`src/hw/rtl/bass_pkg.sv`:
```
// Shared types and constants for the bit-addressable stream store.
// Used by the field merge unit and the top level; no dependencies.
`timescale 1ns / 1ps
`default_nettype none

package bass_pkg;

  // Default store size in bytes.
  localparam int DEFAULT_STORE_BYTES = 4096;

  // Bit offset inside a byte.
  localparam logic [2:0] BIT_OFF_MASK = 3'b111;

  // Largest number of bits that one access moves.
  localparam logic [3:0] MAX_COUNT = 4'd8;

  // Operation codes carried in the input tuser.
  typedef enum logic [2:0] {
    OP_READ  = 3'd0,
    OP_WRITE = 3'd1,
    OP_SET   = 3'd2,
    OP_INC   = 3'd3,
    OP_DEC   = 3'd4
  } op_t;

  // Field description handed to the merge unit.
  typedef struct packed {
    logic [2:0] off;
    logic [3:0] count;
    logic [7:0] wdata;
  } field_ctrl_t;

endpackage

`default_nettype wire

```
`src/hw/rtl/bass_field.sv`:
```
// Extracts and merges a field of up to eight bits in a pair of adjacent bytes.
// Depends on bass_pkg.
`timescale 1ns / 1ps
`default_nettype none

module bass_field (
  input  wire logic [7:0]          lo,
  input  wire logic [7:0]          hi,
  input  wire bass_pkg::field_ctrl_t ctrl,
  output logic [7:0]               rd_bits,
  output logic [7:0]               new_lo,
  output logic [7:0]               new_hi
);
  import bass_pkg::*;

  logic [15:0] word;
  logic [15:0] mask;
  logic [15:0] field_mask;
  logic [15:0] shifted;
  logic [15:0] merged;

  // Build the mask of count bits and place it at the bit offset.
  always_comb begin
    word       = {hi, lo};
    mask       = (16'd1 << ctrl.count) - 16'd1;
    field_mask = mask << (ctrl.off & BIT_OFF_MASK);
    shifted    = word >> ctrl.off;
    merged     = (word & ~field_mask) | (({8'd0, ctrl.wdata} & mask) << ctrl.off);
  end

  assign rd_bits = shifted[7:0] & mask[7:0];
  assign new_lo  = merged[7:0];
  assign new_hi  = merged[15:8];

endmodule

`default_nettype wire

```
`config.mk`:
```
export PLATFORM = sky130hd
export DESIGN_NAME = bass_field
export DESIGN_NICKNAME = d
export VERILOG_FILES = /design/src/hw/rtl/bass_pkg.sv /design/src/hw/rtl/bass_field.sv
export SDC_FILE = /design/constraint.sdc
export NUM_CORES = 1
export LEC_CHECK = 0
export ABC_AREA = 0
export BUFFER_PORTS_ARGS = -buffer_cell sky130_fd_sc_hd__buf_2
export CAP_MARGIN = 20
export CORE_MARGIN = 3
export CORE_UTILIZATION = 54
export DETAILED_ROUTE_END_ITERATION = 8
export PLACE_DENSITY = 0.94
export SYNTH_ARGS = -nofsm -noshare
export SYNTH_HDL_FRONTEND = slang
export SYNTH_SLANG_ARGS = --single-unit
```
`constraint.sdc`:
```
create_clock -name vclk -period 2.46
set_input_delay 0.123 -clock vclk [all_inputs]
set_output_delay 0.123 -clock vclk [all_outputs]
set_load 0.02 [all_outputs]
```
### After elaboration in Yosys (flattened, before gate mapping)

Cells that the tools add are included.

| word-level totals | value |
|---|---|
| flip-flop bits (word level) | 0 |
| input bits | 31 |
| output and inout port bits | 24 |
| word-level logic and storage cells | 10 |

| operators by class | value |
|---|---|
| add/sub/neg operators | 1 |
| shift-type cells | 4 |
| bitwise operators | 5 |

Operator list:

| cell | count |
|---|---|
| $shl A16 B3 Y16 | 2 |
| $and A16 B16 Y16 | 1 |
| $and A8 B16 Y16 | 1 |
| $not A16 Y16 | 1 |
| $or A16 B16 Y16 | 1 |
| $shl A1 B4 Y16 const A | 1 |
| $shr A16 B3 Y8 | 1 |
| $sub A16 B1 Y16 const B | 1 |
| $and A8 B8 Y8 | 1 |

### Longest topological paths before layout

| depth | value |
|---|---|
| depth after elaboration | 6 |
| mapped depth | 12 |
| mapped depth without buffers | 8 |

### Worst setup path before layout

Ideal clock, no wire load.

| timing path | value |
|---|---|
| kind | input to output |
| from | input port ctrl[11] (netlist bit) |
| to | output port new_hi[2] |
| arrival time | 2.410 ns |
| required time | 2.337 ns |
| path slack | -0.073 ns |
| stages on the path | 11 |
| path buffers | 3 |
| path through | buf_6 > nor4_1 > inv_1 > ha_1 > buf_2 > buf_1 > o21ai_0 > o211ai_1 > o31ai_1 > nand2_1 > a31oi_1 |

| between the ends | value |
|---|---|
| longest elaborated chain between the ends | 6 |
| elaborated cells on any way between the ends | 8 |
| classes of those cells | 1 x add/sub; 3 x shift; 4 x bitwise |

Ends and longest elaborated chain:

| element | RTL line | RTL |
|---|---|---|
| from (decl) | bass_field.sv:9 | `input wire bass_pkg::field_ctrl_t ctrl,` |
| $shl A1 B4 Y16 * | bass_field.sv:25 | `mask = (16'd1 << ctrl.count) - 16'd1;` |
| $sub A16 B1 Y16 * | bass_field.sv:25 |  |
| $shl A16 B3 Y16 | bass_field.sv:26 | `field_mask = mask << (ctrl.off & BIT_OFF_MASK);` |
| $not A16 Y16 | bass_field.sv:28 | `merged = (word & ~field_mask) \| (({8'd0, ctrl.wdata} & mask) << ctrl.off);` |
| $and A16 B16 Y16 | bass_field.sv:28 |  |
| $or A16 B16 Y16 * | bass_field.sv:28 |  |
| to (decl) | bass_field.sv:12 | `output logic [7:0] new_hi` |

Mark *: on every way between the ends. The rest lies on a longest branch, timed or not.

### Worst setup path in the final report

| timing path | value |
|---|---|
| from | input port ctrl[9] (netlist bit) |
| to | output port new_hi[4] |

Same word-level chain as after synthesis.

==> results.md <==
- Status: completed
- DRC: 0
- 1st-pass router iterations: 5
- Post-detail-place hpwl: 4.42 mm
- FF+latch count: 0
- Final Util: 70.3%
- Vias in the first global route: 1,999
- Initial DRC Count: 296
- CORE AREA: 2850 sq um
- Period utilization: 97.9%
- Worst-path fanout max: 10
- Hold WC Path Type: input port to output pin
- Fin. Hold Viols: 0
- Via Count: 2,425
- CP startpoint kind: input port
- Final Net Count: 326
- Leak pwr: 0.828 nW
- WL met2: 2.75 mm
- Full die area: 3780 sq um
- Peak Freq: 415 MHz
- Drt wl/cell: 18.8 um
- Hold Slack: 0.584 ns
- Fraction of layout cells with a size suffix above 1: 31.5%
- Dpl ws: 0.0745 ns
- Fillers: 233
- First-pass GRT wire length: 9.31 mm
- Hold Buf Count CTS: 0
- Worst stage delay on the critical path: 0.34 ns
- Sequential share of the synthesized area: 0%
- Die width: 61.5 um
- GRT overflow: 0
- CP max stage cell: a211oi_1
- Final cell count without fillers: 323
- Power Density: 240 nW/um^2
- # IOs: 55
- Routability Congestion: 0.970
- Cells after synthesis: 249
- Crit path DAT: 2.29 ns
- Syn_nets: 281
- Antenna violations before repair: 0
- Final ANT Viol Nets: 0
- Critical path endpoint category: output pin
- Hold wc startpoint: hi[7]
- Layout clock buffer count: 0
- Met3 routed WL: 756 um
- Setup_tns: 0 ns
- Area grow syn2layout: 20.6%
- Final Max Tran Viols: 0
- Post-synth cell types: 62
- Buf/Inv on CP: 5
- Row count: 19
- Slew margin rel.: 61.9%
- Setup violators final: 0
- Least-Margin Pin Slew: 0.566 ns
- Crit-path cells: buf_2 -> nor4_4 -> inv_1 -> ha_2 -> buf_4 -> nor4b_1 -> a211oi_1 -> buf_4 -> a221oi_1 -> o21ai_0 -> a22oi_1 -> buf_2
- Count of input and output buffers: 55
- Synth Warn #: 0
- Register area: 0 sq um
- Area of the multi-input gates: 1530 sq um
- Mapped cell area: 1660 sq um
- Max Cap Viol: 0
- Worst path depth: 12
- Met1 WL: 2.30 mm
- Syn avg cell area: 6.67 sq um
- Starting Density: 58.2%
- Dpl cells: 322
- Hold Path Depth: 3
- # diodes: 0
- Post-route minimum period: 2.41 ns
- Pin count of the biggest net entering global routing: 33
- VDD IR max: 0.000172 V
- Die Span Y: 61.5 um
- GRT Overall Usage: 31.1%
- Hold Crit Endpoint: new_hi[7]
- WS Path Type: input port to output pin
- Largest delay contributor family on the critical path: buffers and inverters
- Final worst slack: 0.0519 ns
- Via density per instance: 7.51
- Crit path required time: 2.34 ns
- Uppermost routed layer: met4
- Wirelength, routed: 6.06 mm
metal layers:
metal | vias to the layer above | GRT usage, %
met5 | - | 0
met4 | 0 | 7.27
met3 | 49 | 1.05
met2 | 243 | 52.0
met1 | 1054 | 44.3
li1 | 1079 | -
how the worst max path moves through the flow:
stage | start | endpoint | slack (ns)
after floorplan | ctrl[11] | new_lo[6] | 0.007
after global placement | ctrl[9] | new_hi[2] | 0.12
after detailed placement | ctrl[9] | new_hi[2] | 0.07
after CTS | ctrl[9] | new_hi[2] | 0.06
after global routing | ctrl[9] | new_hi[4] | -0.05
final | ctrl[9] | new_hi[4] | 0.05
area by class of cell:
class	instances	share of cell area (%)
Inverter	9	1.69
Multi-Input combinational cell	213	76.4
Tap cell	31	1.94
Timing Repair Buffer	70	20.0
cells in the final DEF (no fill, tap or decap), types with 5 or more instances in the layout:
cell type  netlist  routed
a21oi_1         21      21
a31oi_1         10       9
buf_2           14      55
buf_4            1      14
inv_1            8       8
mux2_2           6       6
mux2i_1         14      14
mux4_2           5       5
nand2_1         19      19
nand3_1          7       7
nand4_1          6       6
nor2_1          15      15
o211ai_1         7       7
o21ai_0         18      18
through the flow:
stage	power (mW)	area [sq um]
after floorplan	0.315	1670
after global placement	0.446	1980
after detailed placement	0.457	1980
after CTS	0.459	1980
after global routing	0.513	2000
final	0.480	2000
what timing repair did:
| action | CTS | global route |
|---|---|---|
| gates resized for setup | 0 | 4 |
| setup buffers | 0 | 1 |
| setup endpoints to repair | 0 | 11 |
kinds of logic (layout without fill, tap and decap cells):
group	Yosys count	after routing	share of synthesized area [%]
AOI/OAI and AO/OA	100	100	40.6
xor gates and xnor gates	2	2	1.05
adders and majority gates	1	1	0.753
buffers and inverters	36	79	9.86
muxes	25	25	19.3
and+or+nand+nor	85	85	28.5
Yosys cell counts, types with 2 or more instances:
cell / n / area share [%]
a21oi_1: 21 / 6.3
and2_1: 4 / 1.5
nor4_1: 4 / 1.5
o21ai_0: 18 / 5.4
nor2_1: 15 / 3.4
a211o_1: 2 / 1.1
a31oi_1: 10 / 3.8
mux2i_1: 14 / 8.4
o32ai_1: 2 / 1.1
a211oi_1: 4 / 1.8
mux2_2: 6 / 4.1
nand3b_1: 2 / 0.90
buf_1: 2 / 0.45
nand2b_1: 3 / 1.1
a221oi_1: 4 / 2.1
or2_2: 3 / 1.1
a32oi_1: 3 / 1.6
o2111ai_1: 3 / 1.6
a311oi_1: 2 / 1.1
buf_2: 14 / 4.2
inv_1: 8 / 1.8
nand2_1: 19 / 4.3
nor3_1: 4 / 1.2
o31ai_1: 4 / 1.8
nand3_1: 7 / 2.1
nor4b_1: 2 / 1.1
and3_1: 3 / 1.1
mux4_2: 5 / 6.8
clkbuf_1: 9 / 2.0
or3_1: 2 / 0.75
nor2b_1: 4 / 1.5
o22ai_1: 2 / 0.75
a22oi_1: 2 / 0.90
o21a_1: 3 / 1.4
nand4_1: 6 / 2.3
o211ai_1: 7 / 3.2
where the power goes:
group | total [mW] | internal [mW] | switching (mW) | leakage, nW
sequential | 0 | 0 | 0 | 0
combinational | 0.480 | 0.185 | 0.295 | 0.828
clock | 0 | 0 | 0 | 0
(Power assumes the default switching activity.)
